[config.mk]
export PLATFORM = sky130hd
export DESIGN_NAME = vrt_queue
export DESIGN_NICKNAME = d
export VERILOG_FILES = /design/src/rtl/vrt_pkg.sv /design/src/rtl/vrt_queue.sv
export SDC_FILE = /design/constraint.sdc
export NUM_CORES = 1
export LEC_CHECK = 0
export BUFFER_PORTS_ARGS = -buffer_cell sky130_fd_sc_hd__buf_2
export CAP_MARGIN = 20
export CORE_AREA = 2 2 185 187
export CTS_BUF_LIST = sky130_fd_sc_hd__clkbuf_8
export DETAILED_ROUTE_END_ITERATION = 6
export DIE_AREA = 0 0 187 189
export MAX_ROUTING_LAYER = met4
export PLACE_DENSITY = 0.6
export SYNTH_ARGS = -nofsm -noshare
export SYNTH_HDL_FRONTEND = slang
export SYNTH_SLANG_ARGS = --single-unit
[constraint.sdc]
create_clock -name clk -period 10.8 [get_ports clk]
set_input_delay 2.16 -clock clk [delete_from_list [all_inputs] [get_ports clk]]
set_output_delay 2.16 -clock clk [all_outputs]
set_load 0.01 [all_outputs]
[src/rtl/vrt_pkg.sv]
`default_nettype none
package vrt_pkg;
  localparam int GRID_SIZE_DEF = 64;
  localparam int FRAC_BITS_DEF = 16;
  localparam int POS_W = 23;
  localparam int DIR_W = 18;
  localparam int REACH_W = 23;
  localparam logic [REACH_W-1:0] REACH_RESET = 23'd294912;
  localparam int DIST_W = 32;
  localparam logic [DIST_W-1:0] DIST_MAX = '1;
  localparam int CELL_W = 6;
  localparam int FACE_W = 3;

  localparam logic OP_WRITE = 1'b0;
  localparam logic OP_CAST = 1'b1;

  localparam logic [FACE_W-1:0] FACE_WEST = 3'd0;
  localparam logic [FACE_W-1:0] FACE_EAST = 3'd1;
  localparam logic [FACE_W-1:0] FACE_SOUTH = 3'd2;
  localparam logic [FACE_W-1:0] FACE_NORTH = 3'd3;
  localparam logic [FACE_W-1:0] FACE_BOTTOM = 3'd4;
  localparam logic [FACE_W-1:0] FACE_TOP = 3'd5;

  localparam logic [1:0] REG_REACH = 2'd0;

  typedef struct packed {
    logic op;
    logic [CELL_W-1:0] vx;
    logic [CELL_W-1:0] vy;
    logic [CELL_W-1:0] vz;
    logic solid;
    logic signed [POS_W-1:0] sx;
    logic signed [POS_W-1:0] sy;
    logic signed [POS_W-1:0] sz;
    logic signed [DIR_W-1:0] dx;
    logic signed [DIR_W-1:0] dy;
    logic signed [DIR_W-1:0] dz;
  } item_t;

  typedef struct packed {
    logic hit;
    logic [CELL_W-1:0] hx;
    logic [CELL_W-1:0] hy;
    logic [CELL_W-1:0] hz;
    logic [FACE_W-1:0] face;
  } result_t;
endpackage
`default_nettype wire

[src/rtl/vrt_queue.sv]
`default_nettype none
module vrt_queue (
  input wire logic clk,
  input wire logic rst,
  input wire logic in_valid,
  output logic in_ready,
  input wire vrt_pkg::item_t in_item,
  output logic out_valid,
  input wire logic out_ready,
  output vrt_pkg::item_t out_item
);
  import vrt_pkg::*;
  item_t slot [2];
  logic wp, rp;
  logic [1:0] count;

  assign in_ready = (count != 2'd2);
  assign out_valid = (count != 2'd0);
  assign out_item = slot[rp];

  always_ff @(posedge clk) begin
    if (rst) begin
      wp <= 1'b0;
      rp <= 1'b0;
      count <= 2'd0;
    end else begin
      if (in_valid && in_ready) begin
        wp <= ~wp;
      end
      if (out_valid && out_ready) begin
        rp <= ~rp;
      end
      count <= count + 2'((in_valid && in_ready) ? 1 : 0)
        - 2'((out_valid && out_ready) ? 1 : 0);
    end
    if (in_valid && in_ready) begin
      slot[wp] <= in_item;
    end
  end
endmodule
`default_nettype wire

After elaboration in Yosys (flattened, before gate mapping). Memories as Yosys holds them, arrays and structs flattened. A register that Yosys moved wholly into a read port is not among the register bits. Index checks and enable logic that the tools add are counted.

Memories kept: 1. Output and inout port bits: 145. RAM bits: 286. Logic and storage cells: 18. Bits in registers: 4.

Memory list: slot (depth 2, width 143, rd ports 1, clocked after memory_dff 1, write ports 1, RTL line vrt_queue.sv:13) `item_t slot [2];`.

Bitwise gates (word level): 2. Reduce and logical (&&, ||, !) cells: 3. Eq/ne operators: 1. Mux-type cells: 6. $add $sub $neg: 2.

Operators by type and width (number): $mux 1 (6); $add 2x1->2 (1); $logic_and 1x1->1 (2); $ne 2x2->1 const B (1); $not 1->1 (2); $reduce_bool 2->1 (1); $sub 2x1->2 (1).

Logic depth before layout (Yosys ltp). Gate-level depths: netlist of run 1.

Depth after elaboration: 5. Depth in mapped cells: 8.

Worst setup path before layout of run 1. No wires, ideal clock.

Path kind: input to register. From: input port in_valid. To: memory slot[0][0] (netlist bit), enable pin. Setup slack: 1.969 ns. Arrival: 8.184 ns. Setup time: 0.647 ns. Stages: 2. Cells stage by stage: nand2_1 > nor2_1.

Longest elaborated chain between the ends: 3.

RTL lines: from (decl) (RTL line vrt_queue.sv:5) `input wire logic in_valid,`; $logic_and 1x1->1 (RTL line vrt_queue.sv:36) `if (in_valid && in_ready) begin`; $mux 1 (RTL line vrt_queue.sv:36); $mux 1 (not written as such) (RTL line vrt_queue.sv:37) `slot[wp] <= in_item;`; to (decl) (RTL line vrt_queue.sv:13).

No other way between the ends.

==> results of run 1 <==
==> cell type report <==
type                    instances  area, sq um
diodes                          4         10.0
clock buffers                  49          674
clock inverters                38          215
fillers                      3119        19600
inverters                       1         3.75
multi-input cells             161         2010
flip-flops and latches        291         8690
well taps                     448          561
repair buffers                297         1500
==> cell usage in the layout (no fill, tap or decap), drive strengths merged <==
master	instances
or2	1
xnor2	2
clkinv	20
o21a	1
mux2	144
diode	4
inv	15
clkinvlp	2
ha	2
dfxtp	5
nor2	5
edfxtp	286
bufinv	2
nand2b	1
and3	1
buf	297
xor2	1
clkbuf	49
nand2	1
nor2b	2
==> kinds of logic (layout without fill, tap and decap cells) <==
| logic type | count (synthesis) | count (layout) |
|---|---|---|
| adder cells (fa/ha/maj) | 2 | 2 |
| flip-flops | 291 | 291 |
| other | 0 | 4 |
| AO/OA/AOI/OAI | 1 | 1 |
| AND/OR/NAND/NOR | 11 | 11 |
| buffers and inverters | 17 | 385 |
| multiplexers | 144 | 144 |
| XOR/XNOR | 3 | 3 |
==> worst min-delay path by stage <==
stage	end	slack [ps]
floorplan	flop	480
global placement	rp	500
detailed placement	rp	500
CTS	rp	520
global route	rp	560
finish	rp	510
==> metrics by stage <==
step                cell area, sq um  worst slack (ps)  utilization  hold slack, ps
floorplan                      10800              1970            -             481
global placement               12800              6120        0.384             495
detailed placement             12800              6150        0.384             501
CTS                            13700              5630        0.410             520
global route                   13700              5550        0.411             555
finish                         13700              5710        0.411             512
==> routing by layer <==
layer / global-route usage / share of wire / vias to the layer above
met5: - / 0 / -
met2: 0.190 / 0.47 / 225
li1: - / - / 2544
met1: 0.138 / 0.41 / 2703
met4: 0.0482 / 0.023 / 0
met3: 0.0465 / 0.090 / 36
==> power breakdown <==
part	total [mW]	switching (mW)	internal, mW
sequential	1.49	0.0639	1.42
clock	0.888	0.417	0.471
combinational	0.733	0.371	0.362
total	3.11	0.852	2.25
==> worst max-delay path: stages (launching register included) <==
cell and delay [ps]:
dfxtp_4 940, buf_4 770, mux2_2 410, buf_2 140
==> registers in the layout, summed over array words and instances (netlist names), named ones only <==
| register | count |
|---|---|
| slot | 286 |
| count | 2 |
| rp | 1 |
| wp | 1 |
==> impl_metrics.yaml, run 1 <==
synth:
  synth_nets: 618
  synth_top_family_by_area: "multiplexers"
  syn_area_per_cell_sq_um: 23.1
  synth.area.mux_share: 0.174
  synth_cells: 469
  yosysMostFrequentCell: "edfxtp_1"
  synth_edf_count: 286
  yosys_warnings: 0
  syn-cell-area_sq_mm: 0.0108
  synth_compound_area_frac: 0.000693
  synth_xor_area_frac: 0.00243
  yosysUniqueCellTypes: 17
  netlist_top_cells_count: "286 x edfxtp_1, 74 x mux2_2, 70 x mux2_4"
  async_reset_ff_frac: 0
  synthAdderAreaFrac: 0.00231
  ys_seq_area_frac: 0.803
  synth_top_area_frac: 0.793
  yosysTopAreaCell: "edfxtp_1"
  ys_seq_elements: 291
  synth.area.top_cells: "edfxtp_1 79%, mux2_4 9.7%, mux2_2 7.7%"
  synth-simple-area-share: 0.00497
  synthFlopType: "edfxtp_1"
die:
  initial_utilization: 0.325
  fp.dieArea_sq_mm: 0.0353
  core_region_area_sq_mm: 0.0333
  die_h_um: 189
  die_w_um: 187
  ioPinCount: 292
  rows: 67
critical_path:
  rrSetupSlack_ps: 7860
  rr_worst_depth: 4
  cp-start-kind: "flop"
  r2r_start: "count[0]"
  crit_type: "flop to output port"
  path_max_fanout: 56
  cp.required_ps: 8640
  endpoint: "out_item[142]"
  rr_endpoint: "slot[1][30]"
  cp-end-kind: "output port"
  worstPathArrival_ps: 2930
hold_path:
  hold_path.startpoint: "rp"
  min_path_type: "flop to flop"
  whs_path_depth: 2
finish:
  stdcell_count: 1289
  finalNetCount: 949
  drive_above_1_share: 0.603
  synthToLayoutAreaGrowth_pct: 26.2
routing:
  vias_per_cell: 4.27
  drt_iter0_markers: 273
  via_count: 5508
  firstDrtPassIters: 4
  drt_wl_total_mm: 21.4
  wl_per_cell_um: 16.6
  ant_nets: 0
  drc: 0
status:
  status: "finished, final reports clean"
clock_tree:
  clockRootBuffer: "clkbuf_8"
  cts_sinks: 291
  clock_latency_ps: 550
  cts_setup_buffers: 0
  cts_max_level: 2
  tritoncts: "done"
  clk_path_buf_depth: 3
  clkTransAtPathRegs_ps: 60
  ctsHoldBuffers: 0
  cts_buffers: 48
  cts_resized: 0
grt:
  grt_max_degree: 76
  grt_util_all_layers: 0.120
  grt_pass1_wl_mm: 31.8
  grt_pass1_vias: 5838
  antenna_found_initial: 4
  grt_overflow: 0
timing:
  slew_viol_final: 0
  worst_pin_slew_ps: 1080
  skew_ps: 13.4
  hold_violations: 0
  maxSlewHeadroom: 0.280
  setup_tns_ps: 0
  fmax_ghz: 0.197
  finalSetupViolCount: 0
  layout_min_cycle_time_ps: 5090
  min_period_over_period: 0.471
  rsz0062_at_grt: "no"
job:
  drv_cap: 0
placement:
  dp_hpwl_mm: 13.4
  port_buffers: 291
  gp_congestion: 0.729
  dp.cells: 1198
power_and_ir_drop:
  power.density_mw_per_mm2: 227
  design_power_total_mw: 3.11
  ir_drop_mv: 0.121
  p_leak_nw: 5.22
Power figures use the tool's default switching activity.
==> inputs of run 2 (changes only) <==
==> constraint.sdc (replaced) <==
create_clock -name clk -period 5 [get_ports clk]
set_input_delay 1 -clock clk [delete_from_list [all_inputs] [get_ports clk]]
set_output_delay 1 -clock clk [all_outputs]
set_load 0.01 [all_outputs]
==> run 2 against run 1 <==
Final cell count down 0.31%. Sequential power up 110%. Combinational power up 120%. Critical path depth unchanged. Worst hold slack better by 0.99 ps. Largest power group unchanged. Total power up 120%. Critical endpoint is now out_item[37]. Setup slack worse by 4200 ps. Die area unchanged.
==> impl_metrics.yaml, run 2 (synthesis results as in run 1) <==
power_and_ir_drop:
  power_switching_mw: 1.82
  seqPwrFrac: 0.475
  p_comb_frac: 0.239
  ir_drop_mv: 0.256
  p_sw_frac: 0.269
  power.density_mw_per_mm2: 491
  p_clk_frac: 0.286
  p_int_mw: 4.92
  p_leak_nw: 5.24
critical_path:
  path_max_fanout: 59
  cp.required_ps: 4000
  cp-end-kind: "output port"
  crit_type: "flop to output port"
  cp_slowest_cell: "dfxtp_4"
  r2r_start: "count[0]"
  crit_path_max_incr_delay_ps: 910
  path_cells: "buf_12 > mux2_2 > buf_2"
  worstPathArrival_ps: 2530
  cp-start-kind: "flop"
hold_path:
  hold_path.startpoint: "rp"
  min_path_type: "flop to flop"
finish:
  top_register: "slot"
  finalNetCount: 951
  final_cell_mix: "291 x buf_2, 286 x edfxtp_1, 74 x mux2_2"
  stdcell_count: 1285
  fin_area_sq_mm: 0.0137
  largest_reg_flops: 286
  top_regs: "slot x286, count x2"
  utilization: 0.412
  synthToLayoutAreaGrowth_pct: 26.7
  fillers: 3084
  drive_above_1_share: 0.602
  layout_commonest_cell: "buf_2"
timing:
  fmax_ghz: 0.283
  maxSlewHeadroom: 0.422
  layout_min_cycle_time_ps: 3530
  setup_tns_ps: 0
  rsz0062_at_grt: "no"
  skew_ps: 16.9
  min_period_over_period: 0.706
  worst_pin_slew_ps: 868
  slew_viol_final: 0
  hold_violations: 0
  finalSetupViolCount: 0
  layout_setup_ws_ps: 1470
clock_tree:
  cts_buffers: 48
  cts_sinks: 291
  clkTransAtPathRegs_ps: 60
  cts_resized: 0
  ctsHoldBuffers: 0
  cts_max_level: 2
  clockRootBuffer: "clkbuf_8"
  tritoncts: "done"
  cts_setup_buffers: 0
  clock_latency_ps: 550
  clk_path_buf_depth: 3
placement:
  port_buffers: 291
  placed_cell_area_sq_mm: 0.0128
  gp_congestion: 0.713
  dp_hpwl_mm: 14.1
  dp.cells: 1200
  dp_slack_ps: 2010
job:
  drv_cap: 0
grt:
  grt_pass1_vias: 5918
  antenna_found_initial: 3
  use_met1: 0.143
  use_met2: 0.198
  grt-busiest-layer: "met2"
  grt_max_degree: 77
  grt_pass1_wl_mm: 32.5
  grt_overflow: 0
  grt_util_all_layers: 0.123
  met3_usage: 0.0424
die:
  initial_utilization: 0.325
  die_h_um: 189
  ioPinCount: 292
  rows: 67
  die_w_um: 187
  fp.dieArea_sq_mm: 0.0353
  core_region_area_sq_mm: 0.0333
routing:
  ant_nets: 0
  via_count: 5482
  vias_per_cell: 4.27
  drt_iter0_markers: 226
  drc: 0
  firstDrtPassIters: 4
  wl_per_cell_um: 16.9
  drt_wl_total_mm: 21.7
status:
  status: "finished, final reports clean"
## run 2: per-layer routing
layer | up-vias | routed length [um]
met4 | 0 | 529
met2 | 214 | 10600
li1 | 2538 | -
met1 | 2687 | 8910
met5 | - | 0
met3 | 43 | 1650
## run 2: worst paths after layout
check	to	slack [ps]	depth (start not counted)
worst min-delay path	flop	510	2
worst min register to register	flop	510	2
worst max-delay path	out_item[37]	1470	3
worst max register to register	slot[0][76]	2870	4
## run 2: power groups by stage
stage	Combinational (mW)	Sequential [mW]	Clock, mW
global route	1.73	3.23	2.12
global placement	1.65	3.24	0
finish	1.61	3.20	1.93
floorplan	1.11	3.20	0
detailed placement	1.65	3.26	0
CTS	1.65	3.21	2.02
## run 2: layout make-up
cell class	count	area [sq um]	share of cell area
antenna	3	7.51	0.000547
clock buffer	49	674	0.0492
clock inverter	33	206	0.0150
inverter	1	3.75	0.000274
multi-input combinational	161	2010	0.146
sequential	291	8690	0.634
tap	448	561	0.0409
timing repair buffer	299	1570	0.114
## run 2: through the flow
step,hold slack [ps],total power [mW]
finish,513,6.74
global route,579,7.08
global placement,494,4.89
detailed placement,495,4.90
floorplan,481,4.31
CTS,520,6.89
## run 2: worst max-delay path: cells and delay by family (launching register included)
| kind | cells | cell delay (ps) |
|---|---|---|
| DFF | 1 | 910 |
| muxes | 1 | 420 |
| buffers and inverters | 2 | 540 |
